==> src/design/hwt_pkg.sv <==
// Shared types, constants and state codes for the hashed timing wheel.
`default_nettype none
package hwt_pkg;

  localparam int SLOTS   = 64;
  localparam int TIMERS  = 64;
  localparam int SLOT_W  = $clog2(SLOTS);
  localparam int ID_W    = $clog2(TIMERS);
  localparam int LINK_W  = ID_W + 1;
  localparam int ROT_W   = 24;
  localparam int DLY_W   = 24;
  localparam int IV_W    = 8;
  localparam int EV_W    = 16;
  localparam int ST_W    = 3;

  // Link value with the top bit set marks the end of a list.
  localparam logic [LINK_W-1:0] NIL = {1'b1, {ID_W{1'b0}}};

  typedef enum logic [1:0] {
    KIND_TICK = 2'd0,
    KIND_SET  = 2'd1,
    KIND_DEL  = 2'd2,
    KIND_NOP  = 2'd3
  } kind_t;

  typedef enum logic [ST_W-1:0] {
    STS_SET_OK   = 3'd0,
    STS_SET_FULL = 3'd1,
    STS_EXPIRED  = 3'd2,
    STS_DELETED  = 3'd3,
    STS_DEL_BAD  = 3'd4
  } status_t;

  typedef enum logic [3:0] {
    S_IDLE,
    S_DIV,
    S_SET_HCHK,
    S_SET_NWR,
    S_DEL_REC,
    S_UL_HCHK,
    S_UL_PWR,
    S_UL_NCHK,
    S_UL_NWR,
    S_UL_CLR,
    S_TK_HEAD,
    S_TK_NEXT,
    S_TK_REC,
    S_TK_FIN
  } state_t;

  // One timer entry as kept in the timer memory.
  typedef struct packed {
    logic [LINK_W-1:0] next;
    logic [LINK_W-1:0] prev;
    logic [ROT_W-1:0]  rot;
    logic [SLOT_W-1:0] home;
    logic [EV_W-1:0]   ev;
  } timer_rec_t;

  typedef struct packed {
    logic             valid;
    logic [DLY_W-1:0] dividend;
    logic [IV_W-1:0]  divisor;
  } div_req_t;

endpackage
`default_nettype wire

==> src/design/hwt_head_mem.sv <==
// Slot head memory; per-slot valid bits make unwritten slots read as empty.
`default_nettype none
module hwt_head_mem (
  input  wire                          clk,
  input  wire                          rst_n,
  input  wire [hwt_pkg::SLOT_W-1:0]    rd_addr,
  output logic [hwt_pkg::LINK_W-1:0]   rd_data,
  input  wire                          we,
  input  wire [hwt_pkg::SLOT_W-1:0]    wr_addr,
  input  wire [hwt_pkg::LINK_W-1:0]    wr_data
);
  import hwt_pkg::*;

  logic [LINK_W-1:0] mem [SLOTS];
  logic [SLOTS-1:0]  vld_r;
  logic [LINK_W-1:0] q_r;
  logic              qv_r;

  always_ff @(posedge clk) begin
    if (we) begin
      mem[wr_addr] <= wr_data;
    end
    q_r <= mem[rd_addr];
  end

  // valid bits and the registered valid of the read
  always_ff @(posedge clk) begin
    if (!rst_n) begin
      vld_r <= '0;
      qv_r  <= 1'b0;
    end else begin
      if (we) begin
        vld_r[wr_addr] <= 1'b1;
      end
      qv_r <= vld_r[rd_addr];
    end
  end

  assign rd_data = qv_r ? q_r : NIL;

endmodule
`default_nettype wire

==> config.mk <==
export PLATFORM = sky130hd
export DESIGN_NAME = hwt_head_mem
export DESIGN_NICKNAME = d
export VERILOG_FILES = /design/src/design/hwt_pkg.sv /design/src/design/hwt_head_mem.sv
export SDC_FILE = /design/constraint.sdc
export NUM_CORES = 1
export LEC_CHECK = 0
export ABC_CLOCK_PERIOD_IN_PS = 1700
export BUFFER_PORTS_ARGS = -buffer_cell sky130_fd_sc_hd__buf_2
export CAP_MARGIN = 20
export CORE_MARGIN = 3
export CORE_UTILIZATION = 40
export DETAILED_ROUTE_END_ITERATION = 16
export GPL_ROUTABILITY_DRIVEN = 0
export SLEW_MARGIN = 20
export SYNTH_ARGS = -nofsm -noshare
export SYNTH_HDL_FRONTEND = slang
export SYNTH_SLANG_ARGS = --single-unit
==> constraint.sdc <==
create_clock -name clk -period 1.7 [get_ports clk]
set_input_delay 0.085 -clock clk [delete_from_list [all_inputs] [get_ports clk]]
set_output_delay 0.085 -clock clk [all_outputs]
set_load 0.02 [all_outputs]
==> key figures <==
GRT
  • Met2 usage: 0.2920
  • Total grt overflow: 0
  • GRT Overall Usage: 0.1880
  • Grt peak-use layer: met2
  • Met3 usage: 0.03977
  • Grt met1 use: 0.2664
  • First-pass GRT wire length: 72,750 µm
  • Vias in the first global route: 10,811
  • Initial antenna violation count: 3
  • Largest net degree at the start of global routing: 65

STA
  • RSZ-0062 raised after global routing: true
  • Post-layout minimum cycle time: 1.765 ns
  • Slew @ Worst Pin: 0.8365 ns
  • Slew Limit Fails: 0
  • Final period util: 1.038
  • Fmax achieved: 566.6 MHz
  • Final hold violations: 0
  • Worst slew margin: 0.4424
  • Skew final: 0.02890 ns
  • PnR worst setup slack: -0.06498 ns
  • # setup viols final: 2

Clock tree
  • Clock-pin slew on the worst setup and hold paths: 0.06 ns
  • Setup Fix Bufs, Post-CTS: 0
  • H-tree levels: 2
  • Max clock buf depth: 3
  • TritonCTS Buffers: 53
  • Clk sinks: 520
  • Clk Tree Root Cell: clkbuf_16
  • CTS tree: built
  • Clock Latency Late Sink: 0.60 ns

Layout
  • Finished Layout Cells: 1,935
  • Post-layout nets: 1,249
  • Layout cells sized above 1: 0.3378
  • Area delta synth->final: 20.26%

Power and ir drop
  • Total power: 26,770 µW
  • Max rail drop VDD: 0.8015 mV
  • P_int: 21,090 µW
  • Share of power burned in registers: 0.523
  • Clock Power Share: 0.418
  • Pwr Density: 1107 nW/µm²
  • Comb power frac: 0.059
  • Switching share of total power: 0.2120
  • NetSw: 5675 µW
  • Static Leak: 0.008095 µW

Die
  • Die X: 230.2 µm
  • Die Ht: 230.2 µm
  • Cell Rows: 81
  • # IOs: 29
  • Core area: 49,250 µm²
  • Die area: 52,990 µm²
  • Initial core utilization: 0.4082

Worst setup path
  • Worst path top cell family by delay: multiplexers
  • Buf/Inv on CP: 0
  • CP Launch Type: flop
  • Critical Path RT: 2.19 ns
  • Critical setup path kind: reg -> reg
  • Worst r2r src: mem[29][1]$_DFFE_PP_
  • Critical Path Slowest Stage Cell: mux4_1
  • Worst-path cell chain: mux4_1 > mux2i_1 > a211oi_1 > a22o_1
  • Crit end category: flop
  • WP data arrival: 2.25 ns
  • CP startpoint: mem[29][1]$_DFFE_PP_
  • Peak per-stage delay on the critical path: 0.56 ns
  • Crit-path max FO: 1

Hold path
  • Min-delay src: rst_n
  • Min-Delay Path Class: in -> reg

Drt
  • DRC: 0
  • Initial DRT Pass Iterations: 6
  • WL final: 49,350 µm
  • Avg WL per Cell: 25.51 µm
  • Drt initial violations: 919
  • Vias: 10,576
  • Antenna Nets Post-Route: 0
  • Vias per std cell: 5.466

Synthesis
  • Post-Syn Area: 20,100 µm²
  • Ys async rst share: 0
  • Yosys reg bits: 520
  • Sequential fraction of the synthesis area: 0.7409
  • Syn avg cell area: 19.69 µm²
  • Syn nets: 1,043
  • Post-synth EDFFs: 448
  • Mapped Cells: 1,021
  • Post-synth top flop: edfxtp_1
  • Synthesis warning total: 0
  • Synth cell types: 49

Run
  • Max Cap Violations: 0

Run status
  • Outcome: finished with violations
  • Failing checks: negative setup slack

Placed design
  • Detailed Place HPWL: 32,220 µm
  • Port buffer count: 28
  • Placed cell count: 1,836
## path summary, 6_finish.rpt
| kind | slack (ns) | end | cells after the start |
|---|---|---|---|
| worst max-delay path | -0.06 | q_r[1]$_DFF_P_ | 4 |
| worst min register to register | 0.46 | vld_r[20]$_SDFFE_PN0P_ | 1 |
| worst min-delay path | 0.05 | vld_r[11]$_SDFFE_PN0P_ | 2 |
| worst max register to register | -0.06 | q_r[1]$_DFF_P_ | 4 |
## registers in the layout (all words and copies together) (netlist names)
| register | cells |
|---|---|
| q_r | 7 |
| vld_r | 64 |
| mem | 448 |
| qv_r | 1 |
## layout make-up
class                   instances  area [µm²]
clock buffers                  75        1511
repair buffers                210        1765
diodes                          1       2.502
clock inverters                23       168.9
multi-input cells             440        4997
inverters                       2       7.507
fillers                      4096       25080
well taps                     664       830.8
flip-flops and latches        520       14890
## metrics by stage
step	util	TNS, ns	setup WS [ns]	hold slack (ns)	area, µm²
4_1_cts	0.4895	-0.02859	-0.02837	0.02024	24110
2_1_floorplan	-	0	0.09095	0.1839	20100
5_1_grt	0.4909	-0.1034	-0.05380	0.04520	24180
6_report	0.4909	-0.07293	-0.06498	0.05273	24180
3_5_place_dp	0.4530	-2.199	-0.4007	0.4509	22310
3_3_place_gp	0.4530	-2.279	-0.4063	0.4413	22310
## synthesized netlist by cell type (all sizes together), types with 5 or more instances
library cell | n | area (µm²)
a211oi | 6 | 45.04
a21oi | 7 | 35.03
a22o | 6 | 52.55
a22oi | 6 | 45.04
a31oi | 8 | 50.05
and2 | 11 | 68.82
buf | 35 | 277.8
clkbuf | 24 | 90.09
dfxtp | 72 | 1441
edfxtp | 448 | 13450
mux2i | 13 | 130.1
mux4 | 127 | 2939
nand2 | 27 | 101.4
nand3 | 11 | 55.05
nor2 | 74 | 277.8
nor2b | 6 | 37.54
nor3 | 10 | 50.05
o21a | 64 | 480.5
o21ai | 9 | 48.79
o221ai | 5 | 43.79
o22ai | 18 | 112.6
## power groups by stage
stage / registers (µW) / clock network (µW) / logic [µW]
final: 14000 / 11200 / 1590
after global placement: 14300 / 0 / 1510
after floorplan: 14200 / 0 / 767
after detailed placement: 14300 / 0 / 1520
after CTS: 14000 / 11500 / 1570
after global routing: 14000 / 12000 / 1680
## kinds of logic after synthesis
logic type / Yosys count / share of synthesized area
multiplexers: 143 / 0.1543
flip-flops: 520 / 0.7409
buffers and inverters: 61 / 0.01867
AO/OA/AOI/OAI: 138 / 0.04954
AND/OR/NAND/NOR: 159 / 0.03660
## layout by cell type (no fill, tap or decap), drive strengths merged, types with 7 or more instances in the layout
cell	Yosys	layout
clkinv	1	21
mux2i	13	13
mux4	127	127
clkbuf	24	76
buf	35	207
a21oi	7	7
o21a	64	64
o22ai	18	18
o21ai	9	9
nor3	10	10
dfxtp	72	72
and2	11	11
nand2	27	27
nor2	74	74
edfxtp	448	448
nand3	11	11
a31oi	8	8
## per-layer routing
layer | up-vias | wire length [µm] | part of all wire
li1 | 4610 | - | -
met1 | 5467 | 20870 | 0.42
met5 | - | 17 | 0.00034
met3 | 92 | 3890 | 0.079
met4 | 4 | 1489 | 0.030
met2 | 403 | 23090 | 0.47
## timing repair
action	in CTS	in global routing
endpoints found under the hold margin	42	0
gates cloned	0	0
gates resized for setup	22	23
pin swaps	4	6
hold buffers	2	0
endpoints found under the setup margin	6	7
Note: power is estimated with default switching activity, not from simulation.
