`src/design/hwt_pkg.sv`:
```
// Shared types, constants and state codes for the hashed timing wheel.
`default_nettype none
package hwt_pkg;

  localparam int SLOTS   = 64;
  localparam int TIMERS  = 64;
  localparam int SLOT_W  = $clog2(SLOTS);
  localparam int ID_W    = $clog2(TIMERS);
  localparam int LINK_W  = ID_W + 1;
  localparam int ROT_W   = 24;
  localparam int DLY_W   = 24;
  localparam int IV_W    = 8;
  localparam int EV_W    = 16;
  localparam int ST_W    = 3;

  // Link value with the top bit set marks the end of a list.
  localparam logic [LINK_W-1:0] NIL = {1'b1, {ID_W{1'b0}}};

  typedef enum logic [1:0] {
    KIND_TICK = 2'd0,
    KIND_SET  = 2'd1,
    KIND_DEL  = 2'd2,
    KIND_NOP  = 2'd3
  } kind_t;

  typedef enum logic [ST_W-1:0] {
    STS_SET_OK   = 3'd0,
    STS_SET_FULL = 3'd1,
    STS_EXPIRED  = 3'd2,
    STS_DELETED  = 3'd3,
    STS_DEL_BAD  = 3'd4
  } status_t;

  typedef enum logic [3:0] {
    S_IDLE,
    S_DIV,
    S_SET_HCHK,
    S_SET_NWR,
    S_DEL_REC,
    S_UL_HCHK,
    S_UL_PWR,
    S_UL_NCHK,
    S_UL_NWR,
    S_UL_CLR,
    S_TK_HEAD,
    S_TK_NEXT,
    S_TK_REC,
    S_TK_FIN
  } state_t;

  // One timer entry as kept in the timer memory.
  typedef struct packed {
    logic [LINK_W-1:0] next;
    logic [LINK_W-1:0] prev;
    logic [ROT_W-1:0]  rot;
    logic [SLOT_W-1:0] home;
    logic [EV_W-1:0]   ev;
  } timer_rec_t;

  typedef struct packed {
    logic             valid;
    logic [DLY_W-1:0] dividend;
    logic [IV_W-1:0]  divisor;
  } div_req_t;

endpackage
`default_nettype wire

```
`src/design/hwt_div.sv`:
```
// Iterative restoring divider, one quotient bit per cycle.
`default_nettype none
module hwt_div (
  input  wire                         clk,
  input  wire                         rst_n,
  input  wire hwt_pkg::div_req_t      req,
  output logic                        done,
  output logic [hwt_pkg::DLY_W-1:0]   quot
);
  import hwt_pkg::*;

  localparam int CNT_W = $clog2(DLY_W + 1);

  logic [CNT_W-1:0] cnt_r, cnt_nxt;
  logic             busy_r, busy_nxt;
  logic             done_r, done_nxt;
  logic [DLY_W-1:0] q_r, q_nxt;
  logic [IV_W-1:0]  rem_r, rem_nxt;
  logic [IV_W-1:0]  dvs_r, dvs_nxt;
  logic [IV_W:0]    trial;

  // shift in one dividend bit, subtract when it fits
  always_comb begin
    cnt_nxt  = cnt_r;
    busy_nxt = busy_r;
    done_nxt = 1'b0;
    q_nxt    = q_r;
    rem_nxt  = rem_r;
    dvs_nxt  = dvs_r;
    trial    = {rem_r, q_r[DLY_W-1]};
    if (req.valid) begin
      busy_nxt = 1'b1;
      cnt_nxt  = CNT_W'(DLY_W);
      q_nxt    = req.dividend;
      rem_nxt  = '0;
      dvs_nxt  = req.divisor;
    end else if (busy_r) begin
      // remainder stays below the divisor, so it fits in IV_W bits
      if (trial >= {1'b0, dvs_r}) begin
        rem_nxt = IV_W'(trial - {1'b0, dvs_r});
        q_nxt   = {q_r[DLY_W-2:0], 1'b1};
      end else begin
        rem_nxt = trial[IV_W-1:0];
        q_nxt   = {q_r[DLY_W-2:0], 1'b0};
      end
      cnt_nxt = cnt_r - CNT_W'(1);
      if (cnt_r == CNT_W'(1)) begin
        busy_nxt = 1'b0;
        done_nxt = 1'b1;
      end
    end
  end

  always_ff @(posedge clk) begin
    if (!rst_n) begin
      busy_r <= 1'b0;
      done_r <= 1'b0;
      cnt_r  <= '0;
    end else begin
      busy_r <= busy_nxt;
      done_r <= done_nxt;
      cnt_r  <= cnt_nxt;
    end
    q_r   <= q_nxt;
    rem_r <= rem_nxt;
    dvs_r <= dvs_nxt;
  end

  assign done = done_r;
  assign quot = q_r;

endmodule
`default_nettype wire

```
`config.mk`:
```
export PLATFORM = sky130hd
export DESIGN_NAME = hwt_div
export DESIGN_NICKNAME = d
export VERILOG_FILES = /design/src/design/hwt_pkg.sv /design/src/design/hwt_div.sv
export SDC_FILE = /design/constraint.sdc
export NUM_CORES = 1
export LEC_CHECK = 0
export BUFFER_PORTS_ARGS = -buffer_cell sky130_fd_sc_hd__buf_4
export CORE_MARGIN = 5
export CORE_UTILIZATION = 45
export CTS_BUF_LIST = sky130_fd_sc_hd__clkbuf_4
export CTS_CLUSTER_DIAMETER = 150
export CTS_CLUSTER_SIZE = 30
export DETAILED_ROUTE_END_ITERATION = 10
export PLACE_DENSITY = 0.81
export SYNTH_ARGS = -nofsm -noshare
export SYNTH_HDL_FRONTEND = slang
export SYNTH_SLANG_ARGS = --single-unit
```
`constraint.sdc`:
```
create_clock -name clk -period 2.3 [get_ports clk]
set_input_delay 0.23 -clock clk [delete_from_list [all_inputs] [get_ports clk]]
set_output_delay 0.23 -clock clk [all_outputs]
set_load 0.05 [all_outputs]
```
==> metrics.md, run 1 <==
| Metric | Value |
|---|---|
| Starting Density | 46.0% |
| # IOs | 60 |
| VDD IR max | 0.389 mV |
| Max Buffers Root-to-Sink | 2 |
| CP startpoint kind | flop |
| Min Tclk post-route | 2.14 ns |
| Reg-to-reg endpoint | rem_r[6] |
| Sequential share of the synthesized area | 54.4% |
| Number of global-route vias before repair | 1629 |
| Leakage | 1.23 nW |
| Ant diodes | 0 |
| Cell count after synthesis | 184 |
| Hold Vio Cnt, Final | 0 |
| Layout cells sized above 1 | 40.6% |
| Yosys warnings | 0 |
| Max Cap Violations | 0 |
| Via/cell ratio | 4.99 |
| Worst-margin pin slew | 0.675 ns |
| Worst-path clk slew | 0.13 ns |
| Synth Area per Inst | 12.6 µm² |
| Nets | 296 |
| CTS sink count | 47 |
| CTS Root Cell | clkbuf_4 |
| Area Overhead vs Synth | 26.6% |
| Detailed Route Iter0 Violations | 93 |
| Worst Hold Depth | 1 |
| Die H | 81.8 µm |
| Hold Startpoint | req[4] |
| Gate power share | 26.3% |
| WL final | 4660 µm |
| Pre-antenna DRT Iters | 4 |
| Register bit total from synthesis | 47 |
| PD cells | 662 nW/µm² |
| Setup Skew | 0.0152 ns |
| Final GP Congestion | 0.902 |
| Global Route Usage Sum | 15.6% |
| Setup TNS | 0 ns |
| Total number of vias | 1603 |
| CTS buffer count | 5 |
| Die area | 6680 µm² |
| Clk Latency, worst-skew pair | 0.36 ns |
| WP data required | 2.58 ns |
| Routed wire per std cell | 14.5 µm |
| PortBufs | 59 |
| Worst min path class | in -> reg |
| Yosys cell types | 42 |
| Rel. slew slack | 54.8% |
| Seq pwr share | 53.0% |
| Die W | 81.8 µm |
| Post-synth design cell area | 2320 µm² |
| Crit share post-route | 92.9% |
| Max FO, Critical Path | 3 |
| P_sw | 0.000607 W |
| Worst hold endpoint | dvs_r[4] |
| Internal reg-to-reg setup slack | 0.16 ns |
| CTS tree | built |
| H-tree level count | 2 |
| Internal Power | 0.00134 W |
| R2R Path Start | quot[23] |
| Worst Path Arrival | 2.42 ns |
| Syn Nets | 230 |
| F_max | 468 MHz |
| R2R depth | 8 |
| Commonest non-fill, non-tap cell in the layout | buf_4 |
| Sw Ratio | 31.2% |
| Crit path capture type | flop |
| DRC viols | 0 |
| Post-layout util | 58.2% |
| Initial antenna violation count | 0 |
| Type of the worst setup path | reg -> reg |
| Total grt overflow | 0 |
| First-pass GRT wire length | 7730 µm |
| Row cnt | 26 |
| FILL cells | 421 |
| Commonest non-fill, non-tap cells in the layout | 61 x buf_4, 32 x edfxtp_1, 24 x mux2_2, 15 x dfxtp_1, 14 x nor2_1 |
| Setup violators final | 0 |
| CTS resizes | 0 |
| Max-slew violations | 0 |
| DRT antenna net count | 0 |
| Core area | 5040 µm² |
| Status | complete, no violations |
| Unrepaired setup endpoints after global routing | false |
| Largest net degree at the start of global routing | 42 |
| Power share of the clock group | 20.7% |
| Post-DP HPWL | 3470 µm |
## through the flow
step                instance area (µm²)  hold WS (ns)  cells  power, W  setup slack [ns]
floorplan                          2320         0.329    184   0.00139             0.156
global placement                   2830         0.408    309   0.00154             0.269
detailed placement                 2830         0.410    309   0.00156             0.215
CTS                                2890        0.0112    317   0.00196             0.165
global route                       2930      -0.00524    321   0.00205            0.0231
finish                             2930        0.0311    321   0.00194             0.163
## what timing repair did
action | 4_1_cts | 5_1_grt
buffers inserted | 0 | 0
hold buffers | 0 | 4
endpoints found under the hold margin | 0 | 4
## final cells by class
cell class,count,area (µm²),share of cell area (%)
multi-input combinational,118,977,33.3
tap,70,87.6,2.99
clock buffer,7,52.6,1.79
timing repair buffer,65,498,17.0
inverter,13,48.8,1.66
sequential,47,1260,43.0
clock inverter,1,7.51,0.256
## routing by layer
layer	track usage [%]	vias up	part of all wire, %
li1	-	798	-
met1	19.3	755	44
met2	23.9	43	47
met5	0	-	0
met4	6.31	0	1.9
met3	6.47	7	7.0
## sequential cells by signal (all words and copies together) (netlist names)
| name | cells |
|---|---|
| quot | 24 |
| busy_r | 1 |
| cnt_r | 5 |
| dvs_r | 8 |
| done | 1 |
| rem_r | 8 |
## cell usage after synthesis
master	instances	area (µm²)
xnor2_1	2	17.5
o221ai_1	1	8.76
a31oi_1	1	6.26
o21ai_0	4	20.0
a211oi_2	1	12.5
nor2_1	14	52.6
o21ai_2	1	8.76
fa_1	1	20.0
a22o_1	1	8.76
and4_1	1	8.76
a221oi_2	1	15.0
nand2_1	10	37.5
mux2_2	24	270
and3_4	1	11.3
a21o_1	3	22.5
nand3_1	1	5.00
and2b_1	1	7.51
o31ai_2	1	12.5
dfxtp_1	15	300
clkbuf_1	2	7.51
nand3_2	1	10.0
nor3_1	2	10.0
o311a_1	1	10.0
a21oi_1	5	25.0
buf_1	3	11.3
nor4_1	1	6.26
nand3b_1	1	7.51
inv_1	13	48.8
o32ai_1	1	8.76
or4b_1	1	10.0
edfxtp_1	32	961
nand2b_1	5	31.3
or2_2	1	6.26
mux2i_1	4	40.0
o21a_1	2	15.0
a211oi_1	3	22.5
buf_6	1	11.3
xor2_1	7	61.3
ha_1	10	125
or4b_2	1	10.0
nor2b_1	2	12.5
o2bb2a_4	1	20.0
## logic make-up after synthesis
family	synth area share [%]
XOR/XNOR	3.40
AND/OR/NAND/NOR	9.77
adder cells (fa/ha/maj)	6.26
flip-flops	54.4
AO/OA/AOI/OAI	9.34
buffers and inverters	3.40
multiplexers	13.4
## worst max-delay path by stage
stage	startpoint	end	slack, ns
5_1_grt	quot[23]	rem_r[6]	0.02
4_1_cts	quot[23]	rem_r[6]	0.16
3_3_place_gp	quot[23]	rem_r[6]	0.27
3_5_place_dp	quot[23]	rem_r[6]	0.21
6_report	quot[23]	rem_r[6]	0.16
2_1_floorplan	quot[23]	rem_r[6]	0.16
## critical path, cell delays in order (launching register included)
cell and delay (ns):
edfxtp_1 0.46, inv_1 0.09, ha_1 0.21, fa_1 0.23, nand2b_1 0.14, a21oi_1 0.10
or4b_1 0.47, and4_1 0.19, o31ai_2 0.16
## power groups by stage
stage | Sequential (W) | Clock (W) | Combinational [W]
after floorplan | 0.00119 | 0 | 0.000196
after global placement | 0.00105 | 0 | 0.000497
after detailed placement | 0.00105 | 0 | 0.000507
after CTS | 0.00103 | 0.000419 | 0.000508
after global routing | 0.00104 | 0.000461 | 0.000550
final | 0.00103 | 0.000402 | 0.000510
(Power assumes the default switching activity.)
==> run 2, diff against run 1 <==
--- a/config.mk
+++ b/config.mk
@@ -6,13 +6,13 @@
 export NUM_CORES = 1
 export LEC_CHECK = 0
 export BUFFER_PORTS_ARGS = -buffer_cell sky130_fd_sc_hd__buf_4
-export CORE_MARGIN = 5
+export CORE_MARGIN = 1.5
 export CORE_UTILIZATION = 45
 export CTS_BUF_LIST = sky130_fd_sc_hd__clkbuf_4
 export CTS_CLUSTER_DIAMETER = 150
 export CTS_CLUSTER_SIZE = 30
 export DETAILED_ROUTE_END_ITERATION = 10
-export PLACE_DENSITY = 0.81
+export PLACE_DENSITY_LB_ADDON = 0.05
 export SYNTH_ARGS = -nofsm -noshare
 export SYNTH_HDL_FRONTEND = slang
 export SYNTH_SLANG_ARGS = --single-unit
==> run 2 against run 1 <==
  * Fmax increased by 4.2%
  * Critical endpoint unchanged
  * Die area shrank 16%
  * Largest cell class unchanged
  * Register-to-register slack better by 0.09 ns
  * Combinational power is 1% lower
  * Highest routed layer unchanged
  * Clock power is 2% lower
  * Final cell count fell by 1.6%
  * Sequential cell count unchanged
==> metrics.md, run 2 (synthesis gave the netlist of run 1 again) <==
| Metric | Value |
|---|---|
| Status | complete, no violations |
| Cell chain of the critical path | inv_1 > ha_1 > fa_1 > nand2b_1 > a21oi_1 > or4b_1 > and4_1 > o31ai_2 |
| Post-DP HPWL | 3170 µm |
| Dpl ws | 0.264 ns |
| VDD IR max | 0.374 mV |
| Total number of vias | 1595 |
| Number of global-route vias before repair | 1538 |
| Delay-heaviest family, CP | simple AND/OR/NAND/NOR gates |
| WL final | 4310 µm |
| Via/cell ratio | 5.05 |
| WP buf/inv | 1 |
| Die W | 74.8 µm |
| CTS sink count | 47 |
| Worst Path Arrival | 2.35 ns |
| Setup TNS | 0 ns |
| Unrepaired setup endpoints after global routing | false |
| CTS Root Cell | clkbuf_4 |
| Commonest non-fill, non-tap cells in the layout | 62 x buf_4, 32 x edfxtp_1, 24 x mux2_2, 15 x dfxtp_1, 14 x nor2_1 |
| Commonest non-fill, non-tap cell in the layout | buf_4 |
| First-pass GRT wire length | 7040 µm |
| DRT antenna net count | 0 |
| DRC viols | 0 |
| F_max | 488 MHz |
| CTS tree | built |
| Hold Startpoint | req[6] |
| Max-slew violations | 0 |
| Die area | 5590 µm² |
| Worst min path class | in -> reg |
| Max reg flops | 24 |
| Global Route Usage Sum | 16.9% |
| R2R depth | 8 |
| Worst hold endpoint | dvs_r[6] |
| # IOs | 60 |
| Hold-fix buffers, CTS | 0 |
| Area Overhead vs Synth | 25.7% |
| Total grt overflow | 0 |
| # Post-CTS Setup Buffers | 0 |
| Initial antenna violation count | 0 |
| Internal reg-to-reg setup slack | 0.25 ns |
| CP max-delay cell | or4b_1 |
| Detailed Route Iter0 Violations | 61 |
| Crit path capture type | flop |
| Rel. slew slack | 57.9% |
| Reg-to-reg endpoint | rem_r[6] |
| Ant diodes | 0 |
| Final GP Congestion | 0.801 |
| Leakage | 1.23 nW |
| Pre-antenna DRT Iters | 4 |
| Hold Vio Cnt, Final | 0 |
| Core area | 4850 µm² |
| FILL cells | 415 |
| PD cells | 662 nW/µm² |
| Die H | 74.8 µm |
| WP data required | 2.60 ns |
| H-tree level count | 2 |
| Worst Hold Depth | 1 |
| Starting Density | 47.8% |
| Type of the worst setup path | reg -> reg |
| Routed wire per std cell | 13.6 µm |
| Max Cap Violations | 0 |
| PortBufs | 59 |
| Row cnt | 25 |
| R2R Path Start | quot[23] |
| Max Buffers Root-to-Sink | 2 |
| Worst-path clk slew | 0.14 ns |
| Clk Latency, worst-skew pair | 0.36 ns |
| CTS buffer count | 5 |
| Min Tclk post-route | 2.05 ns |
| Setup Skew | 0.0122 ns |
| Largest net degree at the start of global routing | 22 |
| Layout cells sized above 1 | 41.8% |
| Setup violators final | 0 |
| Setup ws final | 0.249 ns |
| CP startpoint kind | flop |
| Max FO, Critical Path | 3 |
| Worst-margin pin slew | 0.631 ns |
| CTS resizes | 0 |
| CP peak stage delay | 0.45 ns |
| Crit share post-route | 89.2% |
| Nets | 294 |
run 2: layer usage:
layer	GRT usage, %	vias up	wire, µm
met1	22.4	759	2000
met5	0	-	0
met3	5.22	5	213
li1	-	798	-
met2	26.7	33	2050
met4	5.45	0	42
run 2: final cells by class:
| type | instances | area [µm²] | area share [%] |
|---|---|---|---|
| clock buffer | 5 | 37.5 | 1.29 |
| clock inverter | 3 | 18.8 | 0.644 |
| inverter | 13 | 48.8 | 1.68 |
| multi-input combinational | 118 | 977 | 33.5 |
| sequential | 47 | 1260 | 43.3 |
| tap | 67 | 83.8 | 2.88 |
| timing repair buffer | 63 | 485 | 16.7 |
run 2: metrics by stage:
step | cell area (µm²) | hold WS, ns | power (W) | std cells | util (%)
6_report | 2910 | 0.0337 | 0.00193 | 316 | 60.1
3_3_place_gp | 2860 | 0.409 | 0.00155 | 308 | 58.9
4_1_cts | 2910 | 0.0157 | 0.00195 | 316 | 60.1
2_1_floorplan | 2320 | 0.329 | 0.00139 | 184 | -
5_1_grt | 2910 | 0.00226 | 0.00203 | 316 | 60.1
3_5_place_dp | 2860 | 0.411 | 0.00156 | 308 | 58.9
run 2: power breakdown:
group          total [W]  internal [W]  switching, W
clock network   0.000394      0.000120      0.000274
registers        0.00103      0.000987     0.0000427
logic           0.000505      0.000205      0.000300
total            0.00193       0.00131      0.000616
run 2: worst max-delay path by stage:
stage / startpoint / end / cells past startpoint
finish: quot[23] / rem_r[6] / 8
global route: dvs_r[6] / rem_r[5] / 7
CTS: dvs_r[6] / rem_r[2] / 7
detailed placement: dvs_r[6] / rem_r[2] / 7
global placement: quot[23] / rem_r[6] / 8
floorplan: quot[23] / rem_r[6] / 8
==> run 3, diff against run 2 <==
--- a/config.mk
+++ b/config.mk
@@ -5,6 +5,7 @@
 export SDC_FILE = /design/constraint.sdc
 export NUM_CORES = 1
 export LEC_CHECK = 0
+export ABC_AREA = 1
 export BUFFER_PORTS_ARGS = -buffer_cell sky130_fd_sc_hd__buf_4
 export CORE_MARGIN = 1.5
 export CORE_UTILIZATION = 45
==> run 3 against run 2 <==
  * First-iteration DRC count increased by 75%
  * Highest routed layer unchanged
  * Final cell count increased by 30%
  * Register-to-register slack improved by 0.31 ns
  * Setup slack improved by 0.31 ns
==> metrics.md, run 3 <==
| Metric | Value |
|---|---|
| Status | complete, no violations |
| Synth Area in Simple Gates | 31.5% |
| Type of the worst setup path | reg -> reg |
| Clk Latency, worst-skew pair | 0.36 ns |
| Via/cell ratio | 4.61 |
| Min Tclk post-route | 1.74 ns |
| Pre-antenna DRT Iters | 4 |
| Reg-to-reg endpoint | rem_r[4] |
| Cell count after synthesis | 279 |
| Post-DP HPWL | 3530 µm |
| Commonest non-fill, non-tap cell in the layout | nand2_1 |
| EDFF count, synth | 32 |
| Largest family of logic cells by synthesized area | simple AND/OR/NAND/NOR gates |
| Ys flop type | edfxtp_1 |
| Commonest non-fill, non-tap cells in the layout | 122 x nand2_1, 60 x buf_4, 32 x edfxtp_1, 23 x inv_1, 18 x nand3_1 |
| PortBufs | 59 |
| Hold Vio Cnt, Final | 0 |
| Detailed Route Iter0 Violations | 107 |
| Worst min path class | in -> reg |
| Multiplexer area fraction after synthesis | 0% |
| Yosys warnings | 0 |
| Multi-input gate area | 993 µm² |
| Most common cell in the netlist | nand2_1 |
| VDD IR max | 0.457 mV |
| Rel. slew slack | 64.1% |
| Hold Startpoint | req[3] |
| Core area | 5110 µm² |
| DRC viols | 0 |
| R2R Path Start | quot[23] |
| Max-slew violations | 0 |
| # Post-CTS Setup Buffers | 0 |
| Yosys cell types | 30 |
| Hold-fix buffers, CTS | 0 |
| Post-Synth XOR/XNOR Area | 1.47% |
| Sequential share of the synthesized area | 52.8% |
| Initial antenna violation count | 0 |
| FILL cells | 490 |
| Leakage | 1.49 nW |
| Final GP Congestion | 0.837 |
| Max FO, Critical Path | 2 |
| Internal reg-to-reg setup slack | 0.56 ns |
| Sequential cell area | 1260 µm² |
| Top cells by count, synth | 122 x nand2_1, 32 x edfxtp_1, 23 x inv_1 |
| Layout Cells excl Fill | 412 |
| WP data required | 2.56 ns |
| CTS tree | built |
| PD cells | 651 nW/µm² |
| Worst-path clk slew | 0.14 ns |
| Crit share post-route | 75.6% |
| Crit path capture type | flop |
| First-pass GRT wire length | 7940 µm |
| R2R depth | 10 |
| Adder-cell area share of the yosys netlist | 6.07% |
| Synth top area share | 40.2% |
| Worst Hold Depth | 1 |
| Synth top area cells | edfxtp_1 40%, nand2_1 19%, dfxtp_1 13% |
| Total number of vias | 1898 |
| Layout cells sized above 1 | 24.6% |
| Register bit total from synthesis | 47 |
| DRT antenna net count | 0 |
| Setup Skew | 0.0189 ns |
| Max Cap Violations | 0 |
| Synth Area in Compound Gates | 2.51% |
| # IOs | 60 |
| Placed Cells | 404 |
| Total grt overflow | 0 |
| CTS buffer count | 5 |
| Nets | 387 |
| F_max | 575 MHz |
| WL final | 4830 µm |
| Largest net degree at the start of global routing | 34 |
| Number of global-route vias before repair | 1737 |
| CTS resizes | 0 |
| Row cnt | 26 |
| CP startpoint kind | flop |
| Die area | 5760 µm² |
| Syn Nets | 325 |
| Ant diodes | 0 |
| CTS Root Cell | clkbuf_4 |
| Max Buffers Root-to-Sink | 2 |
| Yosys top cell by area | edfxtp_1 |
| Max reg flops | 24 |
| H-tree level count | 2 |
| Synth Area per Inst | 8.57 µm² |
| Worst hold endpoint | dvs_r[3] |
| Async S/R FF share, synth | 0% |
| Worst-margin pin slew | 0.538 ns |
| Setup TNS | 0 ns |
| Starting Density | 46.8% |
| Routed wire per std cell | 11.7 µm |
| Die H | 75.9 µm |
| Area Overhead vs Synth | 24.0% |
| Setup violators final | 0 |
| Worst Path Arrival | 1.99 ns |
| Global Route Usage Sum | 18.6% |
| Die W | 75.9 µm |
| Post-synth design cell area | 2390 µm² |
| CTS sink count | 47 |
| Unrepaired setup endpoints after global routing | false |
-- run 3: changes by cell type after synthesis, sizes merged, moves of 4 or more --
cell / previous run / this run
nand2b: 5 / 0
xor2: 7 / 3
nand2: 10 / 127
nand3b: 1 / 7
nand3: 2 / 19
mux2: 24 / 0
inv: 13 / 28
o21ai: 5 / 0
mux2i: 4 / 0
-- run 3: worst max-delay path by stage --
stage             start  endpoint  cells past startpoint
6_report       quot[23]  rem_r[4]                     10
5_1_grt        quot[23]  rem_r[4]                     10
4_1_cts        quot[23]  rem_r[4]                     10
3_5_place_dp   quot[23]  rem_r[4]                     10
3_3_place_gp   quot[23]  rem_r[4]                     10
2_1_floorplan  quot[23]  rem_r[4]                     10
-- run 3: cells by family after synthesis --
family,count (synthesis)
adder cells (fa/ha/maj),11
XOR/XNOR,4
buffers and inverters,35
AO/OA/AOI/OAI,8
flip-flops,47
AND/OR/NAND/NOR,174
-- run 3: final cells by class --
cell class | count | area share [%]
clock inverters | 2 | 0.422
multi-input cells | 197 | 33.5
well taps | 70 | 2.96
flip-flops and latches | 47 | 42.6
repair buffers | 60 | 15.2
inverters | 30 | 3.80
clock buffers | 6 | 1.52
-- run 3: power breakdown --
part	internal (W)	switching [W]	leakage [nW]
combinational	0.000171	0.000329	1.01
sequential	0.000984	0.0000395	0.447
clock	0.000132	0.000273	0.0360
total	0.00129	0.000642	1.49
-- run 3: metrics by stage --
step / util [%] / area (µm²) / power (W) / setup slack (ns) / hold slack (ns)
floorplan: - / 2390 / 0.00138 / 0.355 / 0.329
global route: 58.0 / 2960 / 0.00203 / 0.444 / 0.000907
detailed placement: 56.9 / 2910 / 0.00155 / 0.598 / 0.410
global placement: 56.9 / 2910 / 0.00154 / 0.631 / 0.409
finish: 58.0 / 2960 / 0.00193 / 0.562 / 0.0290
CTS: 58.0 / 2960 / 0.00195 / 0.557 / 0.0127
-- run 3: critical path: stages (launching register included) --
cell	delay, ns
edfxtp_1	0.37
inv_1	0.06
ha_1	0.22
fa_1	0.41
inv_1	0.10
nand3_1	0.07
nand3_1	0.09
xnor2_1	0.12
nand2_1	0.07
nand3_1	0.07
nand2_1	0.05
-- run 3: per-layer routing --
layer  vias up  track usage, %  share of wire [%]
li1       1017               -                  -
met1       828            26.4                 48
met2        47            26.8                 44
met3         6            6.22                6.5
met4         0            5.95                1.5
met5         -               0                  0
